### config.mk
export PLATFORM = sky130hd
export DESIGN_NAME = fixed_width_number_to_ascii
export DESIGN_NICKNAME = d
export VERILOG_FILES = /design/src/hw/rtl/fwna_pkg.sv /design/src/hw/rtl/fwna_queue.sv /design/src/hw/rtl/fwna_front.sv /design/src/hw/rtl/fwna_back.sv /design/src/hw/rtl/fixed_width_number_to_ascii.sv
export SDC_FILE = /design/constraint.sdc
export NUM_CORES = 1
export LEC_CHECK = 0
export BUFFER_PORTS_ARGS = -buffer_cell sky130_fd_sc_hd__buf_2
export CAP_MARGIN = 20
export CORE_UTILIZATION = 55
export CTS_BUF_LIST = sky130_fd_sc_hd__clkbuf_4 sky130_fd_sc_hd__clkbuf_8
export CTS_CLUSTER_DIAMETER = 60
export DETAILED_ROUTE_END_ITERATION = 12
export PLACE_DENSITY = 0.85
export SLEW_MARGIN = 25
export SYNTH_ARGS = -nofsm -noshare
export SYNTH_HDL_FRONTEND = slang
export SYNTH_SLANG_ARGS = --single-unit
### constraint.sdc
create_clock -name i_clk -period 13 [get_ports i_clk]
set_input_delay 2.6 -clock i_clk [delete_from_list [all_inputs] [get_ports i_clk]]
set_output_delay 2.6 -clock i_clk [all_outputs]
set_load 0.01 [all_outputs]
### src/hw/rtl/fwna_pkg.sv
// Shared types, character constants and digit helpers for the number-to-ASCII formatter.
// No dependencies; every other file of the block imports this package.
`timescale 1ns / 1ps

package fwna_pkg;

    // Format opcodes carried in the input item.
    localparam logic [1:0] OP_BYTE_DEC = 2'd0;
    localparam logic [1:0] OP_BYTE_HEX = 2'd1;
    localparam logic [1:0] OP_WORD_DEC = 2'd2;
    localparam logic [1:0] OP_WORD_HEX = 2'd3;

    // ASCII codes used by the formatter.
    localparam logic [7:0] CH_ZERO   = 8'h30;
    localparam logic [7:0] CH_X      = 8'h78;
    localparam logic [7:0] CH_UPPER_A = 8'h41;
    localparam logic [3:0] HEX_TEN   = 4'h0A;

    // One classified job as it travels from the front to the back.
    typedef struct packed {
        logic        hex;    // 1 for "0x" hex output, 0 for decimal
        logic [2:0]  left;   // characters still to send, minus one
        logic [15:0] val;    // value, aligned so the first hex nibble is on top
    } t_job;

    // Queue status seen by the front and the back.
    typedef struct packed {
        logic full;
        logic empty;
    } t_qstat;

    // Result of one decimal digit step.
    typedef struct packed {
        logic [3:0]  digit;
        logic [15:0] rest;
    } t_dig;

    // Upper-case ASCII for one hex nibble.
    function automatic logic [7:0] hex_ascii(input logic [3:0] nib);
        logic [7:0] ch;
        if (nib < HEX_TEN) begin
            ch = CH_ZERO + {4'd0, nib};
        end else begin
            ch = CH_UPPER_A + {4'd0, nib - HEX_TEN};
        end
        return ch;
    endfunction

    // Power of ten for a digit position, 0 for ones up to 4 for ten-thousands.
    function automatic logic [16:0] pow10(input logic [2:0] idx);
        logic [16:0] p;
        case (idx)
            3'd0:    p = 17'd1;
            3'd1:    p = 17'd10;
            3'd2:    p = 17'd100;
            3'd3:    p = 17'd1000;
            3'd4:    p = 17'd10000;
            default: p = 17'd0;
        endcase
        return p;
    endfunction

    // One decimal digit: compare the rest against the nine multiples of the power in parallel.
    function automatic t_dig dec_step(input logic [15:0] v, input logic [2:0] idx);
        t_dig        r;
        logic [16:0] p;
        logic [16:0] cand;
        logic [16:0] sub;
        p = pow10(idx);
        r.digit = 4'd0;
        sub = 17'd0;
        for (int i = 1; i <= 9; i++) begin
            cand = 17'(i * p);
            if ({1'b0, v} >= cand) begin
                r.digit = 4'(i);
                sub = cand;
            end
        end
        r.rest = 16'({1'b0, v} - sub);
        return r;
    endfunction

endpackage

### src/hw/rtl/fwna_queue.sv
// Two-entry job queue between the front and the back of the formatter.
// Depends on fwna_pkg for the job and status types.
`timescale 1ns / 1ps

module fwna_queue
    import fwna_pkg::*;
(
    input  logic   i_clk,
    input  logic   i_rst_n,
    input  logic   i_push,
    input  t_job   i_job,
    input  logic   i_pop,
    output t_job   o_job,
    output t_qstat o_stat
);

    t_job       r_mem [2];
    logic       r_wr;
    logic       r_rd;
    logic [1:0] r_cnt;
    logic       w_push;
    logic       w_pop;

    // Guard the handshake against a full or an empty queue.
    assign w_push = i_push && (r_cnt != 2'd2);
    assign w_pop  = i_pop && (r_cnt != 2'd0);

    // Pointers and fill count.
    always_ff @(posedge i_clk) begin
        if (!i_rst_n) begin
            r_wr  <= 1'b0;
            r_rd  <= 1'b0;
            r_cnt <= 2'd0;
        end else begin
            if (w_push) begin
                r_wr <= ~r_wr;
            end
            if (w_pop) begin
                r_rd <= ~r_rd;
            end
            r_cnt <= r_cnt + {1'b0, w_push} - {1'b0, w_pop};
        end
    end

    // Entry storage needs no reset.
    always_ff @(posedge i_clk) begin
        if (w_push) begin
            r_mem[r_wr] <= i_job;
        end
    end

    assign o_job        = r_mem[r_rd];
    assign o_stat.full  = (r_cnt == 2'd2);
    assign o_stat.empty = (r_cnt == 2'd0);

endmodule

### src/hw/rtl/fwna_front.sv
// Front of the formatter: accepts input transfers, holds the enable register, classifies jobs.
// Depends on fwna_pkg for opcodes and the job type.
`timescale 1ns / 1ps

module fwna_front
    import fwna_pkg::*;
(
    input  logic        i_clk,
    input  logic        i_rst_n,
    input  logic        i_cfg_valid,
    output logic        o_cfg_ready,
    input  logic [0:0]  i_cfg_data,
    input  logic        i_s_tvalid,
    output logic        o_s_tready,
    input  logic [1:0]  i_opcode,
    input  logic [15:0] i_value,
    input  t_qstat      i_qstat,
    output logic        o_push,
    output t_job        o_job
);

    logic r_port_en;

    // Enable register; a write is always taken.
    assign o_cfg_ready = 1'b1;

    always_ff @(posedge i_clk) begin
        if (!i_rst_n) begin
            r_port_en <= 1'b0;
        end else if (i_cfg_valid) begin
            r_port_en <= i_cfg_data[0];
        end
    end

    // Items are taken whenever the queue has room; disabled items are dropped here.
    assign o_s_tready = !i_qstat.full;
    assign o_push     = i_s_tvalid && !i_qstat.full && r_port_en;

    // Classify the opcode into a character count and an aligned value.
    always_comb begin
        unique case (i_opcode)
            OP_BYTE_DEC: begin
                o_job.hex  = 1'b0;
                o_job.left = 3'd2;
                o_job.val  = {8'd0, i_value[7:0]};
            end
            OP_BYTE_HEX: begin
                o_job.hex  = 1'b1;
                o_job.left = 3'd3;
                o_job.val  = {i_value[7:0], 8'd0};
            end
            OP_WORD_DEC: begin
                o_job.hex  = 1'b0;
                o_job.left = 3'd4;
                o_job.val  = i_value;
            end
            default: begin
                o_job.hex  = 1'b1;
                o_job.left = 3'd5;
                o_job.val  = i_value;
            end
        endcase
    end

endmodule

### src/hw/rtl/fwna_back.sv
// Back end: turns one queued job into characters in an output register, one per cycle unless stalled.
// Depends on fwna_pkg for the job type and the digit helpers.
`timescale 1ns / 1ps

module fwna_back
    import fwna_pkg::*;
(
    input  logic       i_clk,
    input  logic       i_rst_n,
    input  t_job       i_job,
    input  t_qstat     i_qstat,
    output logic       o_pop,
    output logic       o_m_tvalid,
    input  logic       i_m_tready,
    output logic [7:0] o_character,
    output logic       o_last
);

    logic        r_busy;
    logic        r_hex;
    logic [2:0]  r_pos;
    logic [2:0]  r_left;
    logic [15:0] r_val;
    logic        r_oval;
    logic [7:0]  r_char;
    logic        r_last;

    logic        w_adv;
    logic        w_emit;
    logic [7:0]  n_char;
    logic [15:0] n_val;
    t_dig        w_dig;

    // The output register can be reloaded when empty or when its transfer completes.
    assign w_adv  = !r_oval || i_m_tready;
    assign w_emit = r_busy && w_adv;
    assign o_pop  = w_adv && (!r_busy || (r_left == 3'd0)) && !i_qstat.empty;

    // Next character and the value left after it.
    assign w_dig = dec_step(r_val, r_left);

    always_comb begin
        if (r_hex) begin
            if (r_pos == 3'd0) begin
                n_char = CH_ZERO;
                n_val  = r_val;
            end else if (r_pos == 3'd1) begin
                n_char = CH_X;
                n_val  = r_val;
            end else begin
                n_char = hex_ascii(r_val[15:12]);
                n_val  = {r_val[11:0], 4'd0};
            end
        end else begin
            n_char = CH_ZERO + {4'd0, w_dig.digit};
            n_val  = w_dig.rest;
        end
    end

    // Job sequencing.
    always_ff @(posedge i_clk) begin
        if (!i_rst_n) begin
            r_busy <= 1'b0;
        end else if (o_pop) begin
            r_busy <= 1'b1;
        end else if (w_emit && (r_left == 3'd0)) begin
            r_busy <= 1'b0;
        end
    end

    always_ff @(posedge i_clk) begin
        if (o_pop) begin
            r_hex  <= i_job.hex;
            r_pos  <= 3'd0;
            r_left <= i_job.left;
            r_val  <= i_job.val;
        end else if (w_emit) begin
            r_pos  <= r_pos + 3'd1;
            r_left <= r_left - 3'd1;
            r_val  <= n_val;
        end
    end

    // Output register.
    always_ff @(posedge i_clk) begin
        if (!i_rst_n) begin
            r_oval <= 1'b0;
        end else if (w_adv) begin
            r_oval <= w_emit;
        end
    end

    always_ff @(posedge i_clk) begin
        if (w_emit) begin
            r_char <= n_char;
            r_last <= (r_left == 3'd0);
        end
    end

    assign o_m_tvalid  = r_oval;
    assign o_character = r_char;
    assign o_last      = r_last;

endmodule

### src/hw/rtl/fixed_width_number_to_ascii.sv
// Top level of the number-to-ASCII formatter: front, two-entry job queue and back.
// Depends on fwna_pkg, fwna_front, fwna_queue and fwna_back.
`timescale 1ns / 1ps

// Each input transfer carries a format opcode and a 16-bit value; the block sends the
// value's ASCII characters most significant first and flags the final one on tlast.
// Byte decimal gives 3 characters, byte hex 4 ("0x" and two digits), word decimal 5
// and word hex 6, sent one character per cycle unless the output stalls, paced by the
// back's one-digit-per-cycle conversion step. Inputs are taken in consecutive cycles
// until the two-entry job queue fills. While the enable register
// is 0, input transfers are still taken but produce no characters. The enable register
// is written through the cfg channel, which is always ready, and resets to 0.
module fixed_width_number_to_ascii
    import fwna_pkg::*;
(
    input  logic        i_clk,
    input  logic        i_rst_n,
    // Configuration write: bit 0 is port_enabled.
    input  logic        i_cfg_valid,
    output logic        o_cfg_ready,
    input  logic [0:0]  i_cfg_data,
    // Input stream; tdata fields from bit 0: opcode[1:0], value[17:2], zero fill.
    input  logic        i_s_tvalid,
    output logic        o_s_tready,
    input  logic [23:0] i_s_tdata,
    // Output stream; tdata fields from bit 0: character[7:0]; tlast is last.
    output logic        o_m_tvalid,
    input  logic        i_m_tready,
    output logic [7:0]  o_m_tdata,
    output logic        o_m_tlast
);

    t_job   w_in_job;
    t_job   w_out_job;
    t_qstat w_qstat;
    logic   w_push;
    logic   w_pop;

    // Accept and classify.
    fwna_front u_front (
        .i_clk       (i_clk),
        .i_rst_n     (i_rst_n),
        .i_cfg_valid (i_cfg_valid),
        .o_cfg_ready (o_cfg_ready),
        .i_cfg_data  (i_cfg_data),
        .i_s_tvalid  (i_s_tvalid),
        .o_s_tready  (o_s_tready),
        .i_opcode    (i_s_tdata[1:0]),
        .i_value     (i_s_tdata[17:2]),
        .i_qstat     (w_qstat),
        .o_push      (w_push),
        .o_job       (w_in_job)
    );

    // Job queue between the two sides.
    fwna_queue u_queue (
        .i_clk   (i_clk),
        .i_rst_n (i_rst_n),
        .i_push  (w_push),
        .i_job   (w_in_job),
        .i_pop   (w_pop),
        .o_job   (w_out_job),
        .o_stat  (w_qstat)
    );

    // Character generation.
    fwna_back u_back (
        .i_clk       (i_clk),
        .i_rst_n     (i_rst_n),
        .i_job       (w_out_job),
        .i_qstat     (w_qstat),
        .o_pop       (w_pop),
        .o_m_tvalid  (o_m_tvalid),
        .i_m_tready  (i_m_tready),
        .o_character (o_m_tdata),
        .o_last      (o_m_tlast)
    );

    // The queue never reports full and empty at once.
    a_qstat_consistent: assert property (@(posedge i_clk) disable iff (!i_rst_n)
        !(w_qstat.full && w_qstat.empty))
        else $error("queue status is both full and empty");

    // A character that is not the last of its number is followed at once by the next.
    a_no_gap_in_number: assert property (@(posedge i_clk) disable iff (!i_rst_n)
        (o_m_tvalid && i_m_tready && !o_m_tlast) |=> o_m_tvalid)
        else $error("gap inside a number's characters");

    // The front never pushes into a full queue that is not draining.
    a_no_overflow: assert property (@(posedge i_clk) disable iff (!i_rst_n)
        !(w_push && w_qstat.full && !w_pop))
        else $error("push into a full queue");

endmodule
# --- After elaboration in Yosys (flattened, before gate mapping) ---
# Memory sizes are Yosys's and may differ from the RTL's. A register that Yosys moved wholly into a read port is not among the register bits.
# Index checks and enable logic that the tools add are counted.
op_classes:
  n_bitwise: 2
  mul: 5
  n_eq_ne: 11
  n_addsub: 9
  magnitude_cmp: 10
  reduce_logical: 22
  n_mux: 37
op_table:
  columns: ["op", "count"]
  rows:
  - ["$mux 16", 12]
  - ["$ge 16x17->1", 6]
  - ["$pmux 14 s5", 1]
  - ["$pmux 20 s3", 1]
  - ["$mul 3x14->17 const A", 2]
  - ["$mul 2x14->16 const A", 2]
  - ["$mux 8", 4]
  - ["$mux 3", 6]
  - ["$mul 4x14->17 const A", 1]
  - ["$ge 16x14->1", 1]
  - ["$ge 16x15->1", 1]
  - ["$ge 16x16->1", 1]
  - ["$sub 16x16->16", 1]
  - ["$mux 15", 1]
  - ["$add 6x4->7 const A", 2]
  - ["$mux 14", 1]
  - ["$add 7x4->8 const A", 1]
  - ["$logic_and 1x1->1", 8]
  - ["$mux 4", 2]
  - ["$mux 1", 7]
  - ["$eq 3x1->1 const B", 2]
  - ["$eq 3x2->1 const B", 2]
  - ["$logic_not 3->1", 2]
  - ["$ne 3x3->1 const B", 2]
  - ["other kinds (17)", 27]
totals:
  inputBits: 30
  mem_count: 1
  ram_bits: 40
  out_inout_bits: 12
  reg_bits: 39
  word_cells: 109
memory_table:
  columns: ["name", "words", "width", "read_ports", "rd_clocked_by_memory_dff", "write_ports", "line", "text"]
  rows:
  - ["u_queue.r_mem", 2, 20, 1, 1, 1, "fwna_queue.sv:17", "t_job r_mem [2];"]

# --- Logic depth before layout (Yosys ltp) ---
depth:
  ltp_word: 16
  ltp_mapped: 38

# --- Hierarchy ---
# Synthesis repeated with hierarchy kept, for this count alone.
unflattened:
  hier_cells: 1020
  hier_area_um2: 9148.8
by_module_without_submodules:
  columns: ["mod", "instances", "area_per_inst_um2", "cells_per_inst"]
  rows:
  - ["fwna_back", 1, 7206.9, 899]
  - ["fwna_queue", 1, 1705.4, 90]
  - ["fwna_front", 1, 236.5, 31]

# --- Least setup slack after synthesis ---
# No wires, ideal clock.
synth_timing:
  path_kind: "register to register"
  startpoint: "register u_back.r_left[0]"
  endpoint: "register u_back.r_val[12] (data pin)"
  setup_slack_ns: 5.393
  stages_incl_launch_ff: 35
  arrival_ns: 7.334
  setup_time_ns: 0.273
  n_path_buf: 1
  cell_sequence: "edfxtp_1 ha_1 nand2b_1 inv_1 nor2_1 inv_1 ha_1 ha_1 fa_1 maj3_1 a21oi_1 o21ai_0 a21oi_1 xnor2_1 ha_1 nand4_1 o41ai_2 a21oi_1 o211ai_2 a31oi_2 buf_6 nor2_1 a221oi_1 o31ai_1 a32o_1 fa_1 nor2b_1 o21ai_0 a21boi_0 o211ai_1 a31oi_1 xnor2_1 nor2_1 a211oi_1 a21oi_1"
synth_between:
  elab_chain_cells: 16
  elab_cells_between_ends: 36
  classes_between: "add/sub: 1; mul: 5; order compare: 9; eq/ne: 4; mux: 13; reduce/logical: 4"
synth_lines:
  columns: ["element", "line", "text"]
  rows:
  - ["from (decl)", "fwna_back.sv:22", "logic [2:0] r_left;"]
  - ["from (signal assigned)", "fwna_back.sv:75", "r_left <= i_job.left;"]
  - ["from (signal assigned)", "fwna_back.sv:79", "r_left <= r_left - 3'd1;"]
  - ["parallel branches: the longest is 15 deep, another holds $ge 16x17->1", null, null]
  - ["$mux 16 *", "fwna_back.sv:72", "if (o_pop) begin"]
  - ["to (signal assigned)", "fwna_back.sv:76", "r_val <= i_job.val;"]
  - ["to (signal assigned)", "fwna_back.sv:80", "r_val <= n_val;"]
  - ["to (decl)", "fwna_back.sv:23", "logic [15:0] r_val;"]
# Every way passes the cells marked *. The select of a mux whose other input is x is not followed.
# A chain may end at the register's enable or synchronous reset.

# --- Final worst setup path ---
layout_timing:
  startpoint: "register u_back.r_left[2]"
  endpoint: "register u_back.r_val[12] (data pin)"
# The elaborated chain is that of the path after synthesis.

==> impl_metrics.py <==
metrics = {
    "clocking": {
        "postCtsSetupBuffers": 0,
        "clockRootBuffer": "clkbuf_8",
        "clock_path_buffers": 2,
        "clkLatencyLatePin_ns": 0.34,
        "cts_tree": "yes",
        "holdBufCountCts": 0,
        "numCtsBuffers": 9,
        "clkSinkCount": 77,
        "cts.clk_slew.worst_paths_ns": 0.08,
        "cts_htree_levels": 3,
        "ctsResizeCount": 0,
    },
    "setup_path": {
        "crit_fanout": 17,
        "r2r-start": "u_back.r_left[2]$_DFFE_PP_",
        "critPathMaxStageDelay_ns": 0.87,
        "cp_common_cell": "a21oi_1",
        "startpoint_type": "flip-flop",
        "critPathRequiredTime_ns": 13.06,
        "path_class": "flip-flop to flip-flop",
        "startpoint": "u_back.r_left[2]$_DFFE_PP_",
        "crit_family": "compound AO/OA/AOI/OAI gates",
        "end_kind": "flip-flop",
        "cpMaxStageDelayCell": "nor2_1",
        "path_buf_inv": 3,
        "arrival_ns": 10.30,
    },
    "drt": {
        "postRouteAntennaNets": 0,
        "wirelength_um": 25240,
        "routedWlPerCell_um": 20.11,
        "drc_errors": 0,
        "dr.pass1.iters": 5,
        "avgViaCountPerCell": 6.442,
        "drt_iter0_drc": 797,
        "via_count": 8085,
    },
    "yosys": {
        "yosys_warnings": 0,
        "synth_flop_cell": "edfxtp_1",
        "synth.distinct_cells": 88,
        "async_flop_share": 0,
        "ys_seq_elements": 77,
        "ys_seq_area_frac": 0.2431,
        "syn_area_per_cell_sq_um": 8.891,
        "synth_area_sq_mm": 0.009060,
        "syn_inst": 1019,
        "synth_edf_count": 66,
    },
    "floorplan": {
        "pin_count": 42,
        "dieArea_sq_mm": 0.01699,
        "die_y_um": 130.3,
        "coreArea_sq_mm": 0.01600,
        "fp-row-count": 46,
        "die_w_um": 130.3,
        "start_util": 0.5662,
    },
    "cells_and_area": {
        "nets": 1236,
        "insertedDiodeCount": 0,
        "syn_to_final_growth_pct": 5.856,
        "fill_cells": 1424,
        "final_common_cell": "ha_1",
        "drive_gt1_frac": 0.08662,
        "mostFrequentLayoutCells": "ha_1 (162), a21oi_1 (77), nand2_1 (75)",
    },
    "sta": {
        "max_freq_mhz": 97.57,
        "fin_crit_sh": 0.7884,
        "worstMarginPinSlew_ns": 1.031,
        "tns_ns": 0,
        "slew_headroom": 0.3098,
        "worst_clock_skew_ns": 0.01431,
        "hold_violations": 0,
        "drv_slew": 0,
        "rsz0062_at_grt": "false",
        "setup_viol": 0,
        "period_needed_ns": 10.25,
    },
    "global_routing": {
        "antenna_found_initial": 0,
        "grtUsageTotal": 0.3061,
        "grt_pass1_wl_um": 39650,
        "grt_pass1_vias": 7590,
        "grt_max_degree": 36,
        "overflow": 0,
    },
    "min_path": {
        "hold_class": "flip-flop to flip-flop",
        "min_from": "u_front.r_port_en$_SDFFE_PN0P_",
    },
    "place": {
        "dp_hpwl_um": 19110,
        "portBuffers": 33,
        "place.gp.congestion": 0.9950,
    },
    "run_status": {
        "status": "completed",
    },
    "run": {
        "maxCapViolCount": 0,
    },
}
==> per-layer routing <==
layer  up-vias  wire length [um]  global-route usage
met5         -                 0                   0
met4         0              1148              0.1575
met3        99              2414             0.04633
met2       434             11410              0.4947
met1      3744             10270              0.3973
li1       3808                 -                   -
==> state kept, by name, summed over array words and instances (netlist names), named ones only <==
| register | cells |
|---|---|
| u_back.o_character | 7 |
| u_queue.r_cnt | 2 |
| u_queue.r_rd | 1 |
| u_back.r_val | 16 |
| u_back.r_busy | 1 |
| u_back.r_left | 3 |
| u_back.r_pos | 3 |
| u_queue.r_wr | 1 |
| u_front.r_port_en | 1 |
| u_back.o_last | 1 |
| u_back.o_m_tvalid | 1 |
| u_queue.r_mem | 38 |
| u_back.r_hex | 1 |
==> area by class of cell <==
cell class	instances	area (sq um)	area share
timing repair buffer	41	225.2	0.02348
tap	216	270.3	0.02818
clock buffer	11	138.9	0.01448
sequential	77	2203	0.2297
multi-input combinational	841	6434	0.6708
inverter	65	244.0	0.02544
clock inverter	4	75.07	0.007828
==> kinds of logic after synthesis <==
kind of cell    count (synthesis)  share of synthesized area
simple gates                  284                     0.1601
compound gates                304                     0.2252
buf+inv                       104                    0.04806
mux                            28                    0.03149
flops                          77                     0.2431
xor+xnor                       47                    0.04544
other cells                     2                  0.0008289
fa+ha+maj                     173                     0.2458
==> cells in the mapped netlist (5+ instances only) <==
library cell	count	share of area
nor2_1	64	0.027
ha_1	162	0.22
o31ai_1	6	0.0050
a21boi_0	5	0.0041
a211oi_1	20	0.017
o21bai_1	6	0.0050
mux2i_1	24	0.027
o211ai_1	11	0.0091
buf_4	5	0.0041
xor2_1	14	0.014
o21a_1	10	0.0083
or3_1	7	0.0048
clkbuf_1	22	0.0091
nor4_1	6	0.0041
buf_2	9	0.0050
a21o_1	20	0.017
dfxtp_1	11	0.024
or2_2	6	0.0041
inv_1	62	0.026
nor3_1	13	0.0072
and3_1	5	0.0035
a31oi_1	15	0.010
nand3_1	21	0.012
edfxtp_1	66	0.22
fa_1	9	0.020
and2_1	19	0.013
nor2b_1	14	0.0097
nand4_1	9	0.0062
nand2b_1	24	0.017
xnor2_1	33	0.032
a221oi_1	5	0.0048
a21oi_1	77	0.043
nand2_1	75	0.031
o21ai_0	68	0.038
==> final timing paths <==
check / end / slack, ns / cells after the start
worst max-delay path: u_back.r_val[12]$_DFFE_PP_ / 2.75 / 33
worst min-delay path: u_front.r_port_en$_SDFFE_PN0P_ / 0.52 / 2
worst max register to register: u_back.r_val[12]$_DFFE_PP_ / 2.75 / 33
worst min register to register: u_front.r_port_en$_SDFFE_PN0P_ / 0.52 / 2
==> worst reg2reg max path, delay by kind of cell (launching register included) <==
family	cells	cell delay [ns]
XOR/XNOR	2	0.36
AND/OR/NAND/NOR	6	1.88
adder cells (fa/ha/maj)	6	2.24
buffers and inverters	3	1.17
flip-flops	1	0.68
AO/OA/AOI/OAI	16	3.63
==> through the flow <==
stage | util | std cells | hold WS (ns) | worst slack [ns] | area [sq um]
finish | 0.5994 | 1255 | 0.5185 | 2.751 | 9590
global route | 0.5994 | 1255 | 0.5677 | 2.184 | 9590
CTS | 0.5993 | 1255 | 0.5221 | 2.939 | 9589
detailed placement | 0.5859 | 1240 | 0.5007 | 3.018 | 9375
global placement | 0.5859 | 1240 | 0.4895 | 3.377 | 9375
floorplan | - | 1022 | 0.4738 | 5.393 | 9071
Power is not shown: default switching activity piles up to over one toggle a cycle in this logic, so the estimate is an artifact.
